`src/iir_df2_first_order_filter_core_defines.svh`:
```
// Assertion macros shared by the filter core.
`ifndef IIR_DF2_FIRST_ORDER_FILTER_CORE_DEFINES_SVH
`define IIR_DF2_FIRST_ORDER_FILTER_CORE_DEFINES_SVH

// Same-cycle implication, disabled in reset.
`define IIR_ASSERT_IMPLY(label, clk, rst_n, ante, cons) \
    label: assert property (@(posedge clk) disable iff (!rst_n) (ante) |-> (cons)) \
        else $error("implication check failed");

// Next-cycle implication, disabled in reset.
`define IIR_ASSERT_NEXT(label, clk, rst_n, ante, cons) \
    label: assert property (@(posedge clk) disable iff (!rst_n) (ante) |=> (cons)) \
        else $error("next-cycle check failed");

`endif

```
`src/iir_df2_pkg.sv`:
```
// Package: widths, register indexes, state and command types, helper functions.
package iir_df2_pkg;

    localparam int SAMPLE_BITS = 12;
    localparam int IN_BITS     = 12;
    localparam int COEF_BITS   = 12;
    localparam int OUT_BITS    = 13;
    localparam int CNT_BITS    = 16;
    localparam int W_BITS      = SAMPLE_BITS + 1;
    localparam int PROD_BITS   = W_BITS + COEF_BITS;
    localparam int SHIFT       = SAMPLE_BITS - 1;
    localparam int SH_BITS     = PROD_BITS - SHIFT;
    localparam int WIDE_BITS   = SH_BITS + 2;
    localparam int S_DATA_BITS = ((IN_BITS + 7) / 8) * 8;
    localparam int M_DATA_BITS = ((OUT_BITS + CNT_BITS + 7) / 8) * 8;
    localparam int CFG_ADDR_BITS = 2;

    localparam logic signed [COEF_BITS-1:0] B0_RESET = 12'sd861;
    localparam logic signed [COEF_BITS-1:0] B1_RESET = 12'sd861;
    localparam logic signed [COEF_BITS-1:0] A1_RESET = -12'sd325;

    typedef enum logic [CFG_ADDR_BITS-1:0] {
        REG_B0 = 2'd0,
        REG_B1 = 2'd1,
        REG_A1 = 2'd2
    } reg_idx_t;

    typedef enum logic [2:0] {
        ST_IDLE,
        ST_MUL1,
        ST_SUM1,
        ST_MUL2,
        ST_SUM2
    } state_t;

    typedef struct packed {
        logic load_x;
        logic mul1;
        logic sum1;
        logic mul2;
        logic load_out;
    } cmd_t;

    typedef struct packed {
        logic out_full;
    } sts_t;

    // Wrap to the sample range: sign bit above the low SAMPLE_BITS bits.
    function automatic logic signed [W_BITS-1:0] trunc_w(logic signed [WIDE_BITS-1:0] v);
        trunc_w = {v[WIDE_BITS-1], v[SAMPLE_BITS-1:0]};
    endfunction

    // High when wrapping changes the value.
    function automatic logic wraps(logic signed [WIDE_BITS-1:0] v);
        logic [WIDE_BITS-W_BITS:0] top;
        top = v[WIDE_BITS-1:W_BITS-1];
        wraps = !((top == '0) || (top == '1));
    endfunction

    function automatic logic [CNT_BITS-1:0] sat_add(logic [CNT_BITS-1:0] total,
                                                    logic [1:0] inc);
        logic [CNT_BITS:0] sum;
        sum = {1'b0, total} + (CNT_BITS+1)'(inc);
        sat_add = sum[CNT_BITS] ? '1 : sum[CNT_BITS-1:0];
    endfunction

endpackage

```
`src/iir_df2_ctrl.sv`:
```
// Controller: sequences one item through multiply and sum steps.
module iir_df2_ctrl
    import iir_df2_pkg::*;
(
    input  logic clk,
    input  logic rst_n,
    input  logic s_tvalid,
    output logic s_tready,
    input  sts_t sts,
    output cmd_t cmd
);

    state_t state_reg;
    state_t state_next;

    always_ff @(posedge clk or negedge rst_n)
    begin
        if (!rst_n)
        begin
            state_reg <= ST_IDLE;
        end
        else
        begin
            state_reg <= state_next;
        end
    end

    always_comb
    begin
        state_next = state_reg;
        cmd        = '0;
        s_tready   = 1'b0;
        unique case (state_reg)
            ST_IDLE:
            begin
                s_tready = 1'b1;
                if (s_tvalid)
                begin
                    cmd.load_x = 1'b1;
                    state_next = ST_MUL1;
                end
            end
            ST_MUL1:
            begin
                cmd.mul1   = 1'b1;
                state_next = ST_SUM1;
            end
            ST_SUM1:
            begin
                cmd.sum1   = 1'b1;
                state_next = ST_MUL2;
            end
            ST_MUL2:
            begin
                cmd.mul2   = 1'b1;
                state_next = ST_SUM2;
            end
            ST_SUM2:
            begin
                // hold until the output slot frees up
                if (!sts.out_full)
                begin
                    cmd.load_out = 1'b1;
                    state_next   = ST_IDLE;
                end
            end
            default:
            begin
                state_next = ST_IDLE;
            end
        endcase
    end

endmodule

```
`src/iir_df2_datapath.sv`:
```
// Datapath: coefficients, filter state, multipliers, wrap logic and output register.
module iir_df2_datapath
    import iir_df2_pkg::*;
(
    input  logic                     clk,
    input  logic                     rst_n,
    input  logic                     cfg_we,
    input  logic [CFG_ADDR_BITS-1:0] cfg_addr,
    input  logic [COEF_BITS-1:0]     cfg_data,
    input  logic [S_DATA_BITS-1:0]   s_tdata,
    input  cmd_t                     cmd,
    output sts_t                     sts,
    output logic                     m_tvalid,
    input  logic                     m_tready,
    output logic [M_DATA_BITS-1:0]   m_tdata
);

    logic signed [COEF_BITS-1:0] coef_b0_reg;
    logic signed [COEF_BITS-1:0] coef_b1_reg;
    logic signed [COEF_BITS-1:0] coef_a1_reg;
    logic signed [W_BITS-1:0]    w1_reg;
    logic [CNT_BITS-1:0]         total_reg;
    logic                        out_valid_reg;

    logic signed [IN_BITS-1:0]   x_reg;
    logic signed [PROD_BITS-1:0] pa_reg;
    logic signed [PROD_BITS-1:0] pb_reg;
    logic signed [PROD_BITS-1:0] p0_reg;
    logic signed [W_BITS-1:0]    ff_reg;
    logic signed [W_BITS-1:0]    w_reg;
    logic signed [OUT_BITS-1:0]  y_reg;
    logic [CNT_BITS-1:0]         cnt_out_reg;

    logic signed [SH_BITS-1:0]   sh_a;
    logic signed [SH_BITS-1:0]   sh_b;
    logic signed [SH_BITS-1:0]   sh_0;
    logic signed [WIDE_BITS-1:0] neg_a;
    logic signed [WIDE_BITS-1:0] ff_wide;
    logic signed [W_BITS-1:0]    fb;
    logic signed [WIDE_BITS-1:0] w_sum;
    logic signed [WIDE_BITS-1:0] y_sum;
    logic [1:0]                  wrap1_n;
    logic [CNT_BITS-1:0]         total_sum1;
    logic [CNT_BITS-1:0]         total_sum2;

    // floor shift: drop the low SHIFT bits
    assign sh_a = pa_reg[PROD_BITS-1:SHIFT];
    assign sh_b = pb_reg[PROD_BITS-1:SHIFT];
    assign sh_0 = p0_reg[PROD_BITS-1:SHIFT];

    assign neg_a   = -WIDE_BITS'(sh_a);
    assign ff_wide = WIDE_BITS'(sh_b);
    assign fb      = trunc_w(neg_a);
    assign w_sum   = WIDE_BITS'(x_reg) + WIDE_BITS'(fb);
    assign wrap1_n = 2'(wraps(neg_a)) + 2'(wraps(ff_wide)) + 2'(wraps(w_sum));
    assign total_sum1 = sat_add(total_reg, wrap1_n);

    assign y_sum      = WIDE_BITS'(sh_0) + WIDE_BITS'(ff_reg);
    assign total_sum2 = sat_add(total_reg, 2'(wraps(y_sum)));

    always_ff @(posedge clk or negedge rst_n)
    begin
        if (!rst_n)
        begin
            coef_b0_reg   <= B0_RESET;
            coef_b1_reg   <= B1_RESET;
            coef_a1_reg   <= A1_RESET;
            w1_reg        <= '0;
            total_reg     <= '0;
            out_valid_reg <= 1'b0;
        end
        else
        begin
            if (cfg_we)
            begin
                unique case (cfg_addr)
                    REG_B0:  coef_b0_reg <= cfg_data;
                    REG_B1:  coef_b1_reg <= cfg_data;
                    REG_A1:  coef_a1_reg <= cfg_data;
                    default: ;
                endcase
            end
            if (cmd.sum1)
            begin
                w1_reg    <= trunc_w(w_sum);
                total_reg <= total_sum1;
            end
            else if (cmd.load_out)
            begin
                total_reg <= total_sum2;
            end
            if (cmd.load_out)
            begin
                out_valid_reg <= 1'b1;
            end
            else if (m_tready)
            begin
                out_valid_reg <= 1'b0;
            end
        end
    end

    always_ff @(posedge clk)
    begin
        if (cmd.load_x)
        begin
            x_reg <= s_tdata[IN_BITS-1:0];
        end
        if (cmd.mul1)
        begin
            pa_reg <= PROD_BITS'(w1_reg) * PROD_BITS'(coef_a1_reg);
            pb_reg <= PROD_BITS'(w1_reg) * PROD_BITS'(coef_b1_reg);
        end
        if (cmd.sum1)
        begin
            ff_reg <= trunc_w(ff_wide);
            w_reg  <= trunc_w(w_sum);
        end
        if (cmd.mul2)
        begin
            p0_reg <= PROD_BITS'(w_reg) * PROD_BITS'(coef_b0_reg);
        end
        if (cmd.load_out)
        begin
            y_reg       <= OUT_BITS'(trunc_w(y_sum));
            cnt_out_reg <= total_sum2;
        end
    end

    assign sts.out_full = out_valid_reg && !m_tready;
    assign m_tvalid     = out_valid_reg;
    assign m_tdata      = M_DATA_BITS'({cnt_out_reg, y_reg});

endmodule

```
`src/iir_df2_first_order_filter_core.sv`:
```
// Top level: first-order direct-form-II filter core, controller plus datapath.
//
//  channel   direction  payload
//  s_*       in         sample_in (12b signed)
//  m_*       out        sample_out (13b signed), overflow_count (16b)
//  cfg_*     in         coef_b0 / coef_b1 / coef_a1 (12b signed, Q11)
//
// An item is accepted in the idle state, then come a multiply step, a sum
// step, a second multiply step and a final sum step that loads the output
// register and raises m_tvalid; the next item can be taken the cycle after
// that load.
// A result waiting on m_tready does not block acceptance of the next item; it
// only holds the final load step. Reset clears the state, counter and control.
`include "iir_df2_first_order_filter_core_defines.svh"

module iir_df2_first_order_filter_core
    import iir_df2_pkg::*;
(
    input  logic                     clk,
    input  logic                     rst_n,
    input  logic                     cfg_we,
    input  logic [CFG_ADDR_BITS-1:0] cfg_addr,
    input  logic [COEF_BITS-1:0]     cfg_data,
    input  logic                     s_tvalid,
    output logic                     s_tready,
    input  logic [S_DATA_BITS-1:0]   s_tdata,   // [11:0] sample_in
    output logic                     m_tvalid,
    input  logic                     m_tready,
    output logic [M_DATA_BITS-1:0]   m_tdata    // [12:0] sample_out, [28:13] overflow_count
);

    cmd_t cmd;
    sts_t sts;

    iir_df2_ctrl u_ctrl (
        .clk      (clk),
        .rst_n    (rst_n),
        .s_tvalid (s_tvalid),
        .s_tready (s_tready),
        .sts      (sts),
        .cmd      (cmd)
    );

    iir_df2_datapath u_dp (
        .clk      (clk),
        .rst_n    (rst_n),
        .cfg_we   (cfg_we),
        .cfg_addr (cfg_addr),
        .cfg_data (cfg_data),
        .s_tdata  (s_tdata),
        .cmd      (cmd),
        .sts      (sts),
        .m_tvalid (m_tvalid),
        .m_tready (m_tready),
        .m_tdata  (m_tdata)
    );

    `IIR_ASSERT_NEXT(a_accept_starts, clk, rst_n, s_tvalid && s_tready, cmd.mul1 && !s_tready)
    `IIR_ASSERT_IMPLY(a_load_free, clk, rst_n, cmd.load_out, !sts.out_full)
    `IIR_ASSERT_NEXT(a_load_shows, clk, rst_n, cmd.load_out, m_tvalid)
    `IIR_ASSERT_IMPLY(a_one_cmd, clk, rst_n, 1'b1,
        $onehot0({cmd.load_x, cmd.mul1, cmd.sum1, cmd.mul2, cmd.load_out}))

endmodule

```
`config.mk`:
```
export PLATFORM = sky130hd
export DESIGN_NAME = iir_df2_first_order_filter_core
export DESIGN_NICKNAME = d
export VERILOG_FILES = /design/src/iir_df2_pkg.sv /design/src/iir_df2_ctrl.sv /design/src/iir_df2_datapath.sv /design/src/iir_df2_first_order_filter_core.sv
export VERILOG_INCLUDE_DIRS = /design/src /design/src/src
export SDC_FILE = /design/constraint.sdc
export NUM_CORES = 1
export LEC_CHECK = 0
export BUFFER_PORTS_ARGS = -buffer_cell sky130_fd_sc_hd__buf_2
export CORE_UTILIZATION = 40
export DETAILED_ROUTE_END_ITERATION = 6
export PLACE_DENSITY = 0.65
export SETUP_SLACK_MARGIN = 0.2
export SYNTH_ARGS = -nofsm -noshare
export SYNTH_HDL_FRONTEND = slang
export SYNTH_SLANG_ARGS = --single-unit
```
`constraint.sdc`:
```
create_clock -name clk -period 12.6 [get_ports clk]
set_input_delay 3.78 -clock clk [delete_from_list [all_inputs] [get_ports clk]]
set_output_delay 3.78 -clock clk [all_outputs]
set_load 0.1 [all_outputs]
```
=== After elaboration in Yosys (flattened, before gate mapping) ===
Cells that the tools add are included.

* Register bits: 211
* Output and inout bits: 34
* Logic and storage cells: 76
* Input port bits: 35

* Add/subtract/negate cells: 7
* Equal/unequal tests: 12
* Reduce and logical (&&, ||, !) cells: 22
* Multiplexer cells: 17
* $mul: 3

{| class="wikitable"
|+ Operators with widths
! operator !! number
|-
| multiplier 13 x 12 -> 25 bit || 3
|-
| two-way mux 16 bit || 4
|-
| adder 16 x 1 -> 17 bit || 1
|-
| adder 16 x 2 -> 17 bit || 1
|-
| equality test 4 bit (second input constant) || 4
|-
| logical NOT 4 bit || 4
|-
| negation 14 -> 16 bit || 1
|-
| adder 14 x 13 -> 15 bit || 1
|-
| one-hot mux 3 bit (5 select lines) || 1
|-
| adder 12 x 13 -> 14 bit || 1
|-
| two-way mux 1 bit || 10
|-
| AND reduction 2 bit || 4
|-
| equality test 3 x 2 -> 1 bit (second input constant) || 2
|-
| two-way mux 3 bit || 2
|-
| logical NOT 1 bit || 5
|-
| logical OR 1 bit || 4
|-
| != test 2 bit (second input constant) || 2
|-
| nonzero test 2 bit || 2
|-
| equality test 3 x 1 -> 1 bit (second input constant) || 1
|-
| equality test 3 bit (second input constant) || 1
|-
| logical NOT 3 bit || 1
|-
| adder 1 x 1 -> 2 bit || 1
|-
| adder 2 x 1 -> 2 bit || 1
|-
| equality test 2 x 1 -> 1 bit (second input constant) || 1
|-
| other kinds (3) || 3
|}

=== Logic depth before layout (Yosys ltp) ===
* Word-level depth: 9
* Gate-level depth with buffers: 24
* Gate-level depth less buffers: 23

=== Modules after synthesis ===
Synthesis repeated with hierarchy kept, for this count alone.

* Cell total of the unflattened synthesis: 2516
* Area, all modules: 24747.5 um2

{| class="wikitable"
|+ Modules (own cells, without submodules)
! module !! cells each !! area an instance (um2) !! seq. area each (um2) !! instances
|-
| iir_df2_datapath || 2499 || 24577.3 || 4953.5 || 1
|-
| iir_df2_ctrl || 17 || 170.2 || 75.1 || 1
|}

=== Least setup slack after synthesis ===
No wires, ideal clock.

* Path kind: reg-to-output
* Start point: register u_ctrl.state_reg[1]
* End point: output s_tready
* Buffers on the path: 0
* Data required time: 8820 ps
* Slack: 6303 ps
* Stages on the path, launching flop included: 2
* Data arrival time: 2517 ps
* Cell sequence: dfrtp_1 nor3_1

* Word-level cells in the longest chain between the ends: 2

{| class="wikitable"
|+ Ends and longest elaborated chain
! what !! line !! text
|-
| start: declaration || iir_df2_ctrl.sv:13 || <nowiki>state_t state_reg;</nowiki>
|-
| start signal: assignment || iir_df2_ctrl.sv:24 || <nowiki>state_reg <= state_next;</nowiki>
|-
| logical NOT 3 bit || iir_df2_ctrl.sv:33 || <nowiki>unique case (state_reg)</nowiki>
|-
| two-way mux 1 bit || iir_df2_ctrl.sv:33 ||
|-
| end: declaration || iir_df2_first_order_filter_core.sv:25 || <nowiki>output logic s_tready,</nowiki>
|}

No other way between the ends.

=== Worst setup path in the final report ===
* Start point: register u_dp.w1_reg[9]
* End point: register u_dp.pb_reg[17] (data pin)

* Word-level cells in the longest chain between the ends: 1

{| class="wikitable"
|+ Ends and longest elaborated chain
! what !! line !! text
|-
| start: declaration || iir_df2_datapath.sv:21 || <nowiki>logic signed [W_BITS-1:0] w1_reg;</nowiki>
|-
| start signal: assignment || iir_df2_datapath.sv:85 || <nowiki>w1_reg <= trunc_w(w_sum);</nowiki>
|-
| multiplier 13 x 12 -> 25 bit || iir_df2_datapath.sv:112 || <nowiki>pb_reg <= PROD_BITS'(w1_reg) * PROD_BITS'(coef_b1_reg);</nowiki>
|-
| end signal: assignment || iir_df2_datapath.sv:112 ||
|-
| end: declaration || iir_df2_datapath.sv:27 || <nowiki>logic signed [PROD_BITS-1:0] pb_reg;</nowiki>
|}

No other way between the ends.
A chain may end at the register's enable or synchronous reset.

==> run metrics <==
violation count after the first detailed-route iteration 828; first-pass GRT wire length 91000 um; Worst setup EP type flip-flop; Tot GR Track Use 0.185; status finished clean; final critical-path share of the clock period 0.504; Finished Layout Cells 3255; Clock Latency Late Sink 0.48 ns; DP Wirelength 43900 um; Worst Max-Slew Pin Slew 1.26 ns; startpoint types flip-flop; ys flop type edfxtp_1; # rows 90; Synth Warn # 0; Initial Util 0.405; dpl cells 3223; final count of pins violating max slew 0; multiplexer share of the synthesized area 0.0202; largest family of logic cells by synthesized area adder cells; grt total ovfl 0; hold crit path type flip-flop to flip-flop; port bufs 61; Routability Congestion 0.857; most frequent cells in the layout inv_1, fa_1, nand2_1; Async SR Flop Fraction 0.388; routed length per placed instance 16.8 um; DIE HEIGHT 249 um; Die ar. 0.0621 mm2; worst hold margin 0.405 ns; number of global-route vias before repair 17800; Synth Area in Compound Gates 0.0510; setup violators final 0; TritonRoute pass-1 iters 7; Post-synth EDFFs 109; Clock Skew 0.0191 ns; number of max-cap violations 0; I/O pin total 69; Via Count 16500; # DRC 0; Relative slew margins 0.156; Yosys cell types 70; CORE AREA 0.0604 mm2; CTS clock-pin slew for the worst setup and hold paths 0.08 ns; critical path type flip-flop to flip-flop; CTS tree built; vias per cell 5.06; Synth Area in Simple Gates 0.135; H-tree levels 4; Resize count post-CTS 0; most common cell after layout, fill and taps aside inv_1; CTS Sinks 178; P&R area growth vs syn 6.43%; antenna violations before repair 1; Layout Nets 3119; CP required 12.83 ns; RSZ-0062 raised after global routing no; CP Max Fanout 25; Post-Syn Area 0.0244 mm2; XOR/XNOR share of the synthesized area 0.0366; Critical Path AT 6.58 ns; final WL 54700 um; Post-CTS Hold Fix Bufs 0; synthesized instance count 2465; Tmin final 6.35 ns; FF-to-FF setup slack 6.25 ns; Final Util 0.431; Die W 249 um; largest net degree at the start of global routing 70; setup_tns 0 ns; CTS max path bufs 2; CTS root buffer clkbuf_16; flops & latches, synth 178; total inserted antenna cells 0; Final Hold Vio Count 0; Final ANT Viol Nets 0; register area share after synthesis 0.206; fmax 157 MHz; Mean Syn Cell Area 9.91 um2; Post-Synth Adder-Cell Area 0.455; post-CTS setup buffer count 0; Inserted Clock Buffers 17; share of layout cells above drive strength 1 0.0797
==> final cells by class <==
type,count,area (um2)
multi-input combinational,1676,17100
clock buffer,17,425
inverter,518,1940
tap,782,978
timing repair buffer,69,368
clock inverter,15,168
fill,5731,34400
sequential,178,5030
==> through the flow <==
stage | area [um2] | setup slack, ns
finish | 26000 | 6.25
global route | 26000 | 5.97
CTS | 26000 | 6.36
detailed placement | 25400 | 6.43
global placement | 25400 | 6.52
floorplan | 24400 | 6.30
==> cells by family (layout without fill, tap and decap cells) <==
logic type,Yosys count,count (layout)
AO/OA/AOI/OAI,188,188
other,1,3
adder cells (fa/ha/maj),624,624
AND/OR/NAND/NOR,715,715
XOR/XNOR,102,102
multiplexers,44,44
flip-flops,178,178
buffers and inverters,613,619
==> worst max-delay path: stages (launching register included) <==
cell and delay [ns]:
dfrtp_1 1.18, nand2_1 0.19, fa_1 0.50, fa_1 0.54, inv_1 0.05, fa_1 0.50, fa_1 0.49, inv_1 0.05
fa_1 0.47, inv_1 0.05, ha_1 0.35, nand4_1 0.09, or2_2 0.29, o21ai_0 0.56, o21a_1 0.24, o21a_1 0.15
nor2_1 0.06, xnor2_1 0.34
==> per-layer routing <==
| metal | wire length, um | track usage | vias to the layer above |
|---|---|---|---|
| met5 | 0 | 0 | - |
| met1 | 23500 | 0.242 | 8472 |
| met2 | 26800 | 0.314 | 416 |
| met4 | 1270 | 0.0575 | 0 |
| li1 | - | - | 7512 |
| met3 | 3120 | 0.0303 | 61 |
==> synth_stat cells, types with 4 or more instances <==
master,n,area [um2]
or3_1,8,50.1
nor2b_1,10,62.6
a31oi_1,13,81.3
nand3_1,23,115
fa_1,442,8850
ha_1,182,2280
nor2_1,84,315
nor4_1,4,25.0
nand2_1,375,1410
nand2b_1,24,150
o211ai_1,4,30.0
dfrtp_1,46,1150
mux2_2,43,484
inv_1,516,1940
dfstp_2,23,604
a21o_1,13,97.6
and3_1,10,62.6
nor3_1,21,105
o21a_1,11,82.6
o21bai_1,5,37.5
edfxtp_1,109,3270
a21oi_1,60,300
xor2_1,24,210
and2_1,123,769
nand3b_1,5,37.5
nand4_1,9,56.3
clkbuf_1,82,308
and4_1,5,43.8
or2_2,7,43.8
o21ai_0,40,200
buf_4,4,30.0
xnor2_1,78,683
a22oi_1,4,30.0
==> path summary, 6_finish.rpt <==
kind                                      start             endpoint  cells after the start
min in group asynchronous                 rst_n  u_dp.coef_b1_reg[7]                      1
worst min-delay path            u_dp.pb_reg[11]       u_dp.ff_reg[0]                      0
worst max register to register   u_dp.w1_reg[9]      u_dp.pb_reg[17]                     17
worst min register to register  u_dp.pb_reg[11]       u_dp.ff_reg[0]                      0
max in group asynchronous                 rst_n       u_dp.w1_reg[5]                      1
worst max-delay path             u_dp.w1_reg[9]      u_dp.pb_reg[17]                     17
Power is not shown: default switching activity piles up to over one toggle a cycle in this logic, so the estimate is an artifact.
